[src/sv/keyfob_command_decoder_assert.svh]
// Assertion macros used by the keyfob command decoder top level.
`ifndef KEYFOB_COMMAND_DECODER_ASSERT_SVH
`define KEYFOB_COMMAND_DECODER_ASSERT_SVH

// Checks a condition that must hold in the same cycle as the trigger.
`define KCD_ASSERT_NOW(label, trig, cond) \
   label: assert property (@(posedge clock) disable iff (reset) (trig) |-> (cond)) \
      else $error("keyfob command decoder assertion failed");

// Checks a condition that must hold in the cycle after the trigger.
`define KCD_ASSERT_NEXT(label, trig, cond) \
   label: assert property (@(posedge clock) disable iff (reset) (trig) |=> (cond)) \
      else $error("keyfob command decoder assertion failed");

`endif

[src/sv/kcd_pkg.sv]
// Package with types, register indexes and reset values of the keyfob command decoder.
package kcd_pkg;

   localparam int unsigned CodeWidth     = 32;
   localparam int unsigned TimeWidth     = 32;
   localparam int unsigned WindowWidth   = 16;
   localparam int unsigned ClickWidth    = 2;
   localparam int unsigned CsrIndexWidth = 3;
   localparam int unsigned CsrDataWidth  = 32;

   localparam logic [CodeWidth-1:0]   LockCodeReset     = 32'd4933471;
   localparam logic [CodeWidth-1:0]   UnlockCodeReset   = 32'd4933468;
   localparam logic [CodeWidth-1:0]   TrunkCodeReset    = 32'd4933464;
   localparam logic [CodeWidth-1:0]   SearchCodeReset   = 32'd0;
   localparam logic [WindowWidth-1:0] DebounceReset     = 16'd200;
   localparam logic [WindowWidth-1:0] ClickTimeoutReset = 16'd600;
   localparam logic [TimeWidth-1:0]   LightOnReset      = 32'd15000;

   localparam logic [ClickWidth-1:0]  ToggleClicks      = 2'd3;

   typedef enum logic [CsrIndexWidth-1:0] {
      CSR_LOCK_CODE,
      CSR_UNLOCK_CODE,
      CSR_TRUNK_CODE,
      CSR_SEARCH_CODE,
      CSR_DEBOUNCE_WINDOW,
      CSR_CLICK_TIMEOUT,
      CSR_LIGHT_ON
   } csr_index_type;

   typedef struct packed {
      logic [CodeWidth-1:0]   lock_code;
      logic [CodeWidth-1:0]   unlock_code;
      logic [CodeWidth-1:0]   trunk_code;
      logic [CodeWidth-1:0]   search_code;
      logic [WindowWidth-1:0] debounce_window_ms;
      logic [WindowWidth-1:0] click_timeout_ms;
      logic [TimeWidth-1:0]   light_on_ms;
   } cfg_type;

   typedef struct packed {
      logic [TimeWidth-1:0] now_ms;
      logic                 code_valid;
      logic [CodeWidth-1:0] rx_code;
   } req_type;

   typedef struct packed {
      logic light_on;
      logic arm_event;
      logic disarm_event;
      logic handsfree_toggle;
      logic trunk_event;
      logic hazard_request;
      logic unknown_code;
   } rsp_type;

   typedef struct packed {
      logic [TimeWidth-1:0]  last_accept_time;
      logic                  light_active;
      logic [TimeWidth-1:0]  light_start_time;
      logic [ClickWidth-1:0] click_count;
      logic [TimeWidth-1:0]  last_click_time;
   } state_type;

endpackage

[src/sv/kcd_req_if.sv]
// Input channel carrying the timestamp and an optional received code.
interface kcd_req_if
   import kcd_pkg::*;
   ();
   logic                 valid;
   logic                 ready;
   logic [TimeWidth-1:0] now_ms;
   logic                 code_valid;
   logic [CodeWidth-1:0] rx_code;

   modport source (output valid, now_ms, code_valid, rx_code, input ready);
   modport sink (input valid, now_ms, code_valid, rx_code, output ready);
endinterface

[src/sv/kcd_rsp_if.sv]
// Result channel carrying the light level and the decoded events.
interface kcd_rsp_if;
   logic valid;
   logic ready;
   logic light_on;
   logic arm_event;
   logic disarm_event;
   logic handsfree_toggle;
   logic trunk_event;
   logic hazard_request;
   logic unknown_code;

   modport source (output valid, light_on, arm_event, disarm_event, handsfree_toggle,
                   trunk_event, hazard_request, unknown_code, input ready);
   modport sink (input valid, light_on, arm_event, disarm_event, handsfree_toggle,
                 trunk_event, hazard_request, unknown_code, output ready);
endinterface

[src/sv/kcd_csr_if.sv]
// Configuration write channel carrying a register index and write data.
interface kcd_csr_if
   import kcd_pkg::*;
   ();
   logic                     valid;
   logic                     ready;
   logic [CsrIndexWidth-1:0] index;
   logic [CsrDataWidth-1:0]  data;

   modport source (output valid, index, data, input ready);
   modport sink (input valid, index, data, output ready);
endinterface

[src/sv/kcd_csr_regs.sv]
// Configuration register bank with button codes and timing windows.
module kcd_csr_regs
   import kcd_pkg::*;
(
   input  logic                     clock,
   input  logic                     reset,
   input  logic                     wr_en,
   input  logic [CsrIndexWidth-1:0] wr_index,
   input  logic [CsrDataWidth-1:0]  wr_data,
   output cfg_type                  cfg
);

   cfg_type cfg_ff;
   cfg_type cfg_in;

   always_comb begin
      cfg_in = cfg_ff;
      if (wr_en) begin
         unique case (csr_index_type'(wr_index))
            CSR_LOCK_CODE:       cfg_in.lock_code          = wr_data;
            CSR_UNLOCK_CODE:     cfg_in.unlock_code        = wr_data;
            CSR_TRUNK_CODE:      cfg_in.trunk_code         = wr_data;
            CSR_SEARCH_CODE:     cfg_in.search_code        = wr_data;
            CSR_DEBOUNCE_WINDOW: cfg_in.debounce_window_ms = wr_data[WindowWidth-1:0];
            CSR_CLICK_TIMEOUT:   cfg_in.click_timeout_ms   = wr_data[WindowWidth-1:0];
            CSR_LIGHT_ON:        cfg_in.light_on_ms        = wr_data;
            default:             cfg_in                    = cfg_ff;
         endcase
      end
   end

   always_ff @(posedge clock) begin
      if (reset) begin
         cfg_ff.lock_code          <= LockCodeReset;
         cfg_ff.unlock_code        <= UnlockCodeReset;
         cfg_ff.trunk_code         <= TrunkCodeReset;
         cfg_ff.search_code        <= SearchCodeReset;
         cfg_ff.debounce_window_ms <= DebounceReset;
         cfg_ff.click_timeout_ms   <= ClickTimeoutReset;
         cfg_ff.light_on_ms        <= LightOnReset;
      end else begin
         cfg_ff <= cfg_in;
      end
   end

   assign cfg = cfg_ff;

endmodule

[src/sv/kcd_step.sv]
// Next-state and result logic for one timestamp beat: light timer, click run and code match.
module kcd_step
   import kcd_pkg::*;
(
   input  state_type state,
   input  req_type   item,
   input  cfg_type   cfg,
   output state_type state_next,
   output rsp_type   result
);

   logic [TimeWidth-1:0]  light_elapsed;
   logic [TimeWidth-1:0]  click_elapsed;
   logic [TimeWidth-1:0]  accept_elapsed;
   logic                  code_taken;
   logic [ClickWidth-1:0] clicks_plus;

   assign light_elapsed  = item.now_ms - state.light_start_time;
   assign click_elapsed  = item.now_ms - state.last_click_time;
   assign accept_elapsed = item.now_ms - state.last_accept_time;

   assign code_taken = item.code_valid && (item.rx_code != '0) &&
      (accept_elapsed > {{(TimeWidth-WindowWidth){1'b0}}, cfg.debounce_window_ms});

   always_comb begin
      state_next = state;
      result     = '0;

      if (state.light_active && (light_elapsed >= cfg.light_on_ms)) begin
         state_next.light_active = 1'b0;
      end

      if ((state.click_count != '0) &&
          (click_elapsed > {{(TimeWidth-WindowWidth){1'b0}}, cfg.click_timeout_ms})) begin
         if (state.click_count < ToggleClicks) begin
            result.arm_event            = 1'b1;
            state_next.light_active     = 1'b1;
            state_next.light_start_time = item.now_ms;
         end
         state_next.click_count = '0;
      end

      clicks_plus = state_next.click_count + 1'b1;

      if (code_taken) begin
         state_next.last_accept_time = item.now_ms;
         priority if (item.rx_code == cfg.lock_code) begin
            state_next.last_click_time = item.now_ms;
            if (clicks_plus == ToggleClicks) begin
               result.handsfree_toggle = 1'b1;
               state_next.click_count  = '0;
            end else begin
               state_next.click_count  = clicks_plus;
            end
         end else if (item.rx_code == cfg.unlock_code) begin
            state_next.click_count  = '0;
            state_next.light_active = 1'b0;
            result.disarm_event     = 1'b1;
         end else if (item.rx_code == cfg.trunk_code) begin
            state_next.click_count = '0;
            result.trunk_event     = 1'b1;
         end else if ((cfg.search_code != '0) && (item.rx_code == cfg.search_code)) begin
            state_next.click_count = '0;
            result.hazard_request  = 1'b1;
         end else begin
            result.unknown_code = 1'b1;
         end
      end

      result.light_on = state_next.light_active;
   end

endmodule

[src/sv/keyfob_command_decoder.sv]
// Top level of the keyfob command decoder: input register, decode step and result register.
// The decode step is the only logic between the input register and the result register.
// Throughput is one beat per cycle while the output is not stalled.
// A new request beat is taken while a finished response still waits on the output.
// Synchronous reset loads the register defaults and clears the light, click run and timestamps.
`include "keyfob_command_decoder_assert.svh"

module keyfob_command_decoder
   import kcd_pkg::*;
(
   input  logic       clock,
   input  logic       reset,
   kcd_req_if.sink    req_ch,
   kcd_rsp_if.source  rsp_ch,
   kcd_csr_if.sink    csr_ch
);

   cfg_type   cfg;
   req_type   req_ff;
   req_type   req_in;
   logic      req_valid_ff;
   logic      req_valid_in;
   rsp_type   rsp_ff;
   rsp_type   rsp_in;
   logic      rsp_valid_ff;
   logic      rsp_valid_in;
   state_type state_ff;
   state_type state_in;
   state_type state_next;
   rsp_type   step_result;
   logic      advance;
   logic      req_take;
   logic [4:0] rsp_buttons;

   assign csr_ch.ready = 1'b1;

   kcd_csr_regs u_csr_regs (
      .clock    (clock),
      .reset    (reset),
      .wr_en    (csr_ch.valid && csr_ch.ready),
      .wr_index (csr_ch.index),
      .wr_data  (csr_ch.data),
      .cfg      (cfg)
   );

   kcd_step u_step (
      .state      (state_ff),
      .item       (req_ff),
      .cfg        (cfg),
      .state_next (state_next),
      .result     (step_result)
   );

   assign advance      = req_valid_ff && (!rsp_valid_ff || rsp_ch.ready);
   assign req_ch.ready = !req_valid_ff || advance;
   assign req_take     = req_ch.valid && req_ch.ready;

   always_comb begin
      req_in.now_ms     = req_ch.now_ms;
      req_in.code_valid = req_ch.code_valid;
      req_in.rx_code    = req_ch.rx_code;

      if (req_take) begin
         req_valid_in = 1'b1;
      end else if (advance) begin
         req_valid_in = 1'b0;
      end else begin
         req_valid_in = req_valid_ff;
      end

      if (advance) begin
         rsp_valid_in = 1'b1;
         rsp_in       = step_result;
         state_in     = state_next;
      end else begin
         rsp_valid_in = rsp_valid_ff && !rsp_ch.ready;
         rsp_in       = rsp_ff;
         state_in     = state_ff;
      end
   end

   always_ff @(posedge clock) begin
      if (reset) begin
         req_valid_ff <= 1'b0;
         rsp_valid_ff <= 1'b0;
         state_ff     <= '0;
      end else begin
         req_valid_ff <= req_valid_in;
         rsp_valid_ff <= rsp_valid_in;
         state_ff     <= state_in;
      end
   end

   always_ff @(posedge clock) begin
      if (req_take) begin
         req_ff <= req_in;
      end
      rsp_ff <= rsp_in;
   end

   assign rsp_ch.valid            = rsp_valid_ff;
   assign rsp_ch.light_on         = rsp_ff.light_on;
   assign rsp_ch.arm_event        = rsp_ff.arm_event;
   assign rsp_ch.disarm_event     = rsp_ff.disarm_event;
   assign rsp_ch.handsfree_toggle = rsp_ff.handsfree_toggle;
   assign rsp_ch.trunk_event      = rsp_ff.trunk_event;
   assign rsp_ch.hazard_request   = rsp_ff.hazard_request;
   assign rsp_ch.unknown_code     = rsp_ff.unknown_code;

   assign rsp_buttons = {rsp_ff.disarm_event, rsp_ff.handsfree_toggle, rsp_ff.trunk_event,
                         rsp_ff.hazard_request, rsp_ff.unknown_code};

   // A taken code matches at most one button, and an unlock always leaves the light off.
   `KCD_ASSERT_NOW(a_one_button, rsp_valid_ff, $onehot0(rsp_buttons))
   `KCD_ASSERT_NOW(a_disarm_dark, rsp_valid_ff && rsp_ff.disarm_event, !rsp_ff.light_on)
   `KCD_ASSERT_NOW(a_arm_lights, rsp_valid_ff && rsp_ff.arm_event && !rsp_ff.disarm_event, rsp_ff.light_on)
   `KCD_ASSERT_NEXT(a_state_holds, !advance, state_ff == $past(state_ff))

endmodule

[src/flat_wrapper.sv]
// flat-port wrapper written by rule: the top's interface ports become plain ports
module keyfob_command_decoder_flat import kcd_pkg::*;
  (clock, reset, req_ch_valid, req_ch_now_ms, req_ch_code_valid, req_ch_rx_code, req_ch_ready, rsp_ch_valid, rsp_ch_light_on, rsp_ch_arm_event, rsp_ch_disarm_event, rsp_ch_handsfree_toggle, rsp_ch_trunk_event, rsp_ch_hazard_request, rsp_ch_unknown_code, rsp_ch_ready, csr_ch_valid, csr_ch_index, csr_ch_data, csr_ch_ready);
  kcd_req_if req_ch_i ();
  kcd_rsp_if rsp_ch_i ();
  kcd_csr_if csr_ch_i ();
  input  logic clock;
  input  logic reset;
  input wire logic [$bits(req_ch_i.valid)-1:0] req_ch_valid;
  input wire logic [$bits(req_ch_i.now_ms)-1:0] req_ch_now_ms;
  input wire logic [$bits(req_ch_i.code_valid)-1:0] req_ch_code_valid;
  input wire logic [$bits(req_ch_i.rx_code)-1:0] req_ch_rx_code;
  output wire logic [$bits(req_ch_i.ready)-1:0] req_ch_ready;
  output wire logic [$bits(rsp_ch_i.valid)-1:0] rsp_ch_valid;
  output wire logic [$bits(rsp_ch_i.light_on)-1:0] rsp_ch_light_on;
  output wire logic [$bits(rsp_ch_i.arm_event)-1:0] rsp_ch_arm_event;
  output wire logic [$bits(rsp_ch_i.disarm_event)-1:0] rsp_ch_disarm_event;
  output wire logic [$bits(rsp_ch_i.handsfree_toggle)-1:0] rsp_ch_handsfree_toggle;
  output wire logic [$bits(rsp_ch_i.trunk_event)-1:0] rsp_ch_trunk_event;
  output wire logic [$bits(rsp_ch_i.hazard_request)-1:0] rsp_ch_hazard_request;
  output wire logic [$bits(rsp_ch_i.unknown_code)-1:0] rsp_ch_unknown_code;
  input wire logic [$bits(rsp_ch_i.ready)-1:0] rsp_ch_ready;
  input wire logic [$bits(csr_ch_i.valid)-1:0] csr_ch_valid;
  input wire logic [$bits(csr_ch_i.index)-1:0] csr_ch_index;
  input wire logic [$bits(csr_ch_i.data)-1:0] csr_ch_data;
  output wire logic [$bits(csr_ch_i.ready)-1:0] csr_ch_ready;
  assign req_ch_i.valid = req_ch_valid;
  assign req_ch_i.now_ms = req_ch_now_ms;
  assign req_ch_i.code_valid = req_ch_code_valid;
  assign req_ch_i.rx_code = req_ch_rx_code;
  assign req_ch_ready = req_ch_i.ready;
  assign rsp_ch_valid = rsp_ch_i.valid;
  assign rsp_ch_light_on = rsp_ch_i.light_on;
  assign rsp_ch_arm_event = rsp_ch_i.arm_event;
  assign rsp_ch_disarm_event = rsp_ch_i.disarm_event;
  assign rsp_ch_handsfree_toggle = rsp_ch_i.handsfree_toggle;
  assign rsp_ch_trunk_event = rsp_ch_i.trunk_event;
  assign rsp_ch_hazard_request = rsp_ch_i.hazard_request;
  assign rsp_ch_unknown_code = rsp_ch_i.unknown_code;
  assign rsp_ch_i.ready = rsp_ch_ready;
  assign csr_ch_i.valid = csr_ch_valid;
  assign csr_ch_i.index = csr_ch_index;
  assign csr_ch_i.data = csr_ch_data;
  assign csr_ch_ready = csr_ch_i.ready;
  keyfob_command_decoder u_core (.clock(clock), .reset(reset), .req_ch(req_ch_i), .rsp_ch(rsp_ch_i), .csr_ch(csr_ch_i));
endmodule
[config.mk]
export PLATFORM = sky130hd
export DESIGN_NAME = keyfob_command_decoder_flat
export DESIGN_NICKNAME = d
export VERILOG_FILES = /design/src/sv/kcd_pkg.sv /design/src/sv/kcd_req_if.sv /design/src/sv/kcd_rsp_if.sv /design/src/sv/kcd_csr_if.sv /design/src/sv/kcd_csr_regs.sv /design/src/sv/kcd_step.sv /design/src/sv/keyfob_command_decoder.sv /design/src/flat_wrapper.sv
export VERILOG_INCLUDE_DIRS = /design/src /design/src/sv
export SDC_FILE = /design/constraint.sdc
export NUM_CORES = 1
export LEC_CHECK = 0
export BUFFER_PORTS_ARGS = -buffer_cell sky130_fd_sc_hd__buf_4
export CORE_UTILIZATION = 55
export CTS_BUF_LIST = sky130_fd_sc_hd__clkbuf_16
export DETAILED_ROUTE_END_ITERATION = 10
export MAX_ROUTING_LAYER = met4
export PLACE_DENSITY_LB_ADDON = 0.12
export SLEW_MARGIN = 20
export SYNTH_ARGS = -nofsm -noshare
export SYNTH_HDL_FRONTEND = slang
export SYNTH_SLANG_ARGS = --single-unit
[constraint.sdc]
create_clock -name clock -period 5.9 [get_ports clock]
set_input_delay 0.885 -clock clock [delete_from_list [all_inputs] [get_ports clock]]
set_output_delay 0.885 -clock clock [all_outputs]
set_load 0.02 [all_outputs]
Yosys cells after proc, flatten, opt, wreduce, memory -nomap -nowiden
Cells that the tools add are included.

word-level totals
  flip-flop bits (word level) = 365
  bits of input ports = 105
  logic and storage cells = 98

operators by class
  add/sub/neg operators = 4
  magnitude comparators = 4
  equal/unequal tests = 11
  muxes and demuxes = 22
  bitwise gates (word level) = 1
  reduce and logical (&&, ||, !) cells = 32

operator list
  cell                                                  number
  equality test 32 bit                                  4
  subtractor 32 bit                                     3
  greater-than comparator 32 x 16 -> 1 bit              2
  nonzero test 32 bit                                   2
  two-way mux 35 bit                                    1
  two-way mux 34 bit                                    1
  two-way mux 33 bit                                    1
  >= comparator 32 bit                                  1
  two-way mux 32 bit                                    1
  AND reduction 2 bit                                   9
  two-way mux 1 bit                                     13
  two-way mux 2 bit                                     5
  equality test 3 bit (second input constant)           3
  logical AND 1 bit                                     8
  equality test 3 x 2 -> 1 bit (second input constant)  2
  AND reduction 3 bit                                   2
  nonzero test 2 bit                                    2
  OR reduction 4 bit                                    1
  equality test 3 x 1 -> 1 bit (second input constant)  1
  zero test 1 bit                                       3
  zero test 3 bit                                       1
  OR reduction 3 bit                                    1
  adder 2 x 1 -> 2 bit (second input constant)          1
  equality test 2 bit (second input constant)           1
  other kinds (4)                                       5

Logic depth before layout (Yosys ltp)
  word-level depth = 11
  mapped depth = 26
  mapped depth without buffers = 26

Cells and area by module
A second synthesis with hierarchy kept.

unflattened totals
  cells, all modules = 2655
  area total of the unflattened synthesis = 24512.3 um2

by module, submodules not included
  module                  instances  cells an instance  area each (um2)  sequential area each (um2)
  kcd_step                1          1453               10259.8          0.0
  kcd_csr_regs            1          689                7469.7           3843.7
  keyfob_command_decoder  1          513                6782.8           4184.0

Worst setup path after synthesis
Ideal clock, no wire load.

  kind = register to register
  start = register u_core.req_ff[33] in the netlist's numbering
  end = register u_core.rsp_ff, in the netlist u_core.rsp_ch.light_on (data pin)
  setup time = 0.264 ns
  arrival = 5.047 ns
  setup slack = 0.589 ns
  stages on the path, launching flop included = 25
  buffers on the path = 0
  period minus slack after synthesis = 5.311 ns
  cell sequence = edfxtp_1 -> inv_1 -> ha_1 -> inv_1 -> fa_1 -> a21o_1 -> o21ai_0 -> a31o_2 -> o21a_1 -> o21ai_0 -> xor2_1 -> ha_1 -> nand3_1 -> nor3_1 -> and2_1 -> nor4_1 -> or4b_1 -> nor4_1 -> nand4_1 -> a2111oi_2 -> nand4_1 -> o41ai_4 -> inv_2 -> nor2_1 -> nor2_1

RTL lines
  what                    RTL line                      RTL
  from (decl)             keyfob_command_decoder.sv:19  req_type req_ff;
  from (signal assigned)  keyfob_command_decoder.sv:96  req_ff <= req_in;
  to (signal assigned)    keyfob_command_decoder.sv:98  rsp_ff <= rsp_in;
  to (decl)               keyfob_command_decoder.sv:23  rsp_type rsp_ff;

Final worst setup path
  start = register u_core.req_ff[37] in the netlist's numbering
  end = register u_core.state_ff[35] in the netlist's numbering

on the way
  cells in the longest elaborated chain, start to end = 4

RTL lines
  what                                      RTL line                      RTL
  subtractor 32 bit                         kcd_step.sv:19                assign click_elapsed = item.now_ms - state.last_click_time;
  greater-than comparator 32 x 16 -> 1 bit  kcd_step.sv:34                (click_elapsed > {{(TimeWidth-WindowWidth){1'b0}}, cfg.click_timeout_ms})) begin
  logical AND 1 bit                         kcd_step.sv:33                if ((state.click_count != '0) &&
  AND reduction 3 bit (no source line)      -
  to (signal assigned)                      keyfob_command_decoder.sv:90  state_ff <= state_in;
  to (decl)                                 keyfob_command_decoder.sv:27  state_type state_ff;

Every way passes these cells.
A chain may end at the register's enable or synchronous reset.

==> impl_results.md <==
- WP data arrival: just over 6 ns
- Critical path required time: between 6 and 7 ns
- R2R Path End: u_core.state_ff[35]
- Hold EP: u_core.u_csr_regs.cfg[15]
- CTS sink count: 365
- Comb power frac: 15.6%
- Clk_lat worst skew: 0.58 ns
- Num CTS Buffers: 42
- DIE HEIGHT: 199.0 um
- Clock share of power: 41.1%
- Least-Margin Pin Slew: 1.254 ns
- Synth area leaders: dfxtp_1, edfxtp_1, ha_1
- Post-synth design cell area: 21,350 um2
- R2r setup slk: 0.27 ns
- Vias: ~19,000
- Final cycle utilization of the critical path: 95.46%
- Area of the core: 37,930 um2
- Clk pin slew, worst setup/hold paths: 0.06 ns
- Slew margin rel.: 15.63%
- Adder-Cell Fraction of Synth Area: 9.482%
- Hold Vio Cnt, Final: 0
- Psw: about 1.7 mW
- Post-Syn Instances: 2,600
- Startpoint types: flip-flop
- Count of different cell masters after synthesis: 80
- HP Start: u_core.u_csr_regs.cfg[15]
- Sequential area share after synthesis: 37.60%
- Post-Layout Cell Count: 3,202
- Max Cap Viol: 0
- Mapped Nets: approximately 2,900
- Initial antenna violation count: 1
- DR vias/cell: 5.802
- Setup CP Type: flip-flop to flip-flop
- Max Slew Vio Count: 0
- Largest family of logic cells by synthesized area: simple AND/OR/NAND/NOR gates
- Global route overflow: 0
- Synth Area in XOR/XNOR: under 10%
- Row count: 71
- Detailed Routing Iterations Pass 1: 5
- Power Density: 259.6 nW/um2
- Root Driver: clkbuf_16
- Clk_skew: 0.02102 ns
- Final instance area: roughly 24,000 um2
- Total Routing Usage GR: around 32%
- FILL cells: approximately 3,400
- DP HPWL: 44,940 um
- VDD IR max: 0.2611 mV
- Yosys top cell by area: dfxtp_1
- Top_reg_cell synth: dfxtp_1
- Internal: 4.518 mW
- Sw Share: 27.81%
- Total power: between 6 and 7 mW
- Min Tclk post-route: about 5.6 ns
- Hold Path Class: flip-flop to flip-flop
- Placed cell count: 3,118
- Area delta synth->final: 12.89%
- Final hold slack: 0.4533 ns
- # IOs: about 120
- Largest net degree at the start of global routing: 123
- Area share of the largest cell type after synthesis: a little over a quarter
- Drt first-iter violations: around 1,400
- H-tree levels: 2
- Die ar.: 39,610 um2
- LEAKAGE: 9.538 nW
- Mux cell area share after synthesis: 3.200%
- Die X: 199.0 um
- Setup TNS: 0 ns
- DRC viols: 0
- Maximum clock rate: around 180 MHz
- RD Place Congestion: ~0.94
- CP Capture Type: flip-flop
- Total Nets Final: 2,922
- Buffers on Ports: roughly 110
- Global-route wire length before repair: 96,460 um
- Worst r2r src: u_core.req_ff[37]
- Final WL: 62,240 um
- Simple-gate share of the synthesized area: 19.95%
- Wire length per cell: 19.44 um
- Post-synth EDFFs: 72
- Cell area after placement: 22,600 um2
- Yosys warns: 0
- Layout cell share with drive strength beyond 1: about a tenth
- Crit-path max FO: 20
- Final setup fails: 0
- CTS tree: built
- Post-synth ARST share: 0%
- Worst Reg2Reg Path Length in Cells: 24
- Remaining antenna violation count: 0
- Hold depth: 2
- Share of power burned in registers: between 40% and 50%
- Bufs on Longest Clock Path: 3
- Initial Util: 56.29%
- Syn avg cell area: 8.212 um2
- Synth Area in Compound Gates: 15.52%
- Vias in the first global route: 17,233
- Status: complete, no violations
- Hold Buf Count CTS: 0
- Synth Register Bits: 365
-- synth_stat cells, types with 19 or more instances --
master,n
nand2_1,461
dfxtp_1,293
a21oi_1,288
inv_1,176
nor2_1,161
ha_1,157
xnor2_1,141
clkbuf_1,127
o21ai_0,82
edfxtp_1,72
mux2i_1,66
nand3_1,60
xor2_1,59
nand4_1,58
nand3b_1,51
a21o_1,41
nor4_1,37
nand2b_1,24
nor3_1,23
nor2b_1,19
o21a_1,19
-- cell families (layout without fill, tap and decap cells) --
family,count (synthesis),in the layout
AOI/OAI and AO/OA,551,551
xor gates and xnor gates,200,200
adders and majority gates,160,160
buffers and inverters,323,413
DFF,365,365
muxes,68,68
other,1,2
and+or+nand+nor,932,932
-- cell usage in the layout, fill, tap and decap left out, types with 7 or more instances in the layout --
cell type	Yosys	layout
xnor2_1	141	141
nand4_1	58	58
o211ai_1	12	12
a21oi_1	288	288
buf_4	6	152
nor4_1	37	36
nor2b_1	19	19
nand2_1	461	461
ha_1	157	157
nand3b_1	51	51
o21ai_1	10	9
a211oi_1	12	12
a31oi_1	9	9
a211o_1	7	7
nand3_1	60	59
o21bai_1	8	8
nor2_1	161	157
nor3_1	23	19
o31ai_1	8	7
o21ai_0	82	81
dfxtp_1	293	293
clkinv_1	1	11
o21a_1	19	19
inv_1	176	186
edfxtp_1	72	72
clkbuf_16	0	44
a21o_1	41	41
nand2b_1	24	24
xor2_1	59	59
mux2i_1	66	66
-- worst max path at each step --
stage / startpoint / end / cells after the start
finish: u_core.req_ff[37] / u_core.state_ff[35] / 24
global route: u_core.req_ff[33] / u_core.state_ff[50] / 26
CTS: u_core.req_ff[33] / u_core.state_ff[65] / 24
detailed placement: u_core.req_ff[33] / u_core.state_ff[91] / 23
global placement: u_core.req_ff[33] / u_core.state_ff[68] / 23
floorplan: u_core.req_ff[33] / u_core.rsp_ch.light_on / 24
-- sequential cells by signal (all words and copies together), names as in the netlist --
signal and count:
u_core.u_csr_regs.cfg 192, u_core.rsp_ch.trunk_event 1, u_core.rsp_ch.light_on 1, u_core.state_ff 99
u_core.rsp_ch.valid 1, u_core.req_valid_ff 1, u_core.req_ff 65, u_core.rsp_ch.hazard_request 1
u_core.rsp_ch.unknown_code 1, u_core.rsp_ch.arm_event 1, u_core.rsp_ch.disarm_event 1, u_core.rsp_ch.handsfree_toggle 1
-- per-stage QoR --
step	setup slack, ns	util [%]
after floorplan	0.5893	-
after global placement	0.08802	59.59
after detailed placement	-0.1078	59.59
after CTS	0.01585	63.18
after global routing	-0.02076	63.54
final	0.2677	63.54
-- final cells by class --
class                           instances  area (um2)  area share (%)
Clock inverter                         34       261.5           1.085
Inverter                              178       670.6           2.783
Clock buffer                           43        1076           4.465
Sequential cell                       365        8028           33.31
Tap cell                              511       639.4           2.653
Antenna cell                            1       2.502         0.01038
Multi-Input combinational cell       1912       12160           50.47
Timing Repair Buffer                  158        1260           5.228
-- per-layer routing --
metal | global-route usage (%) | wire (um)
met5 | - | 0
met4 | 8.091 | 1250
met3 | 3.628 | 3809
met2 | 49.89 | 28240
met1 | 45.15 | 28940
-- power by group through the flow --
stage          registers, mW  clock network (mW)  logic, mW
2_1_floorplan           2.71                   0      0.670
3_3_place_gp            2.76                   0      0.930
3_5_place_dp            2.76                   0      0.948
4_1_cts                 2.70                2.62      0.959
5_1_grt                 2.71                2.72       1.08
6_report                2.71                2.57      0.979
-- worst max-delay path: stages (launching register included) --
cell and delay, ns:
edfxtp_1 0.39, ha_1 0.35, a21oi_1 0.20, nor3b_1 0.28
a21oi_1 0.20, a211oi_1 0.35, o21ai_0 0.13, a21oi_1 0.20
xnor2_1 0.09, ha_1 0.30, nand3_1 0.13, nor3_2 0.16
and2_4 0.17, nor4_1 0.08, or4b_1 0.52, nor4_2 0.28
nand4_1 0.15, a2111oi_2 0.27, nand4_1 0.24, o41ai_4 0.32
buf_4 0.20, inv_4 0.09, buf_12 0.17, nand3_1 0.10
a21oi_1 0.07
-- what timing repair did --
item | in CTS | in global routing
cloned | 0 | 1
pin swaps | 1 | 8
endpoints found under the setup margin | 36 | 103
gates resized for setup | 3 | 15
setup buffers | 2 | 3
(Power assumes the default switching activity.)
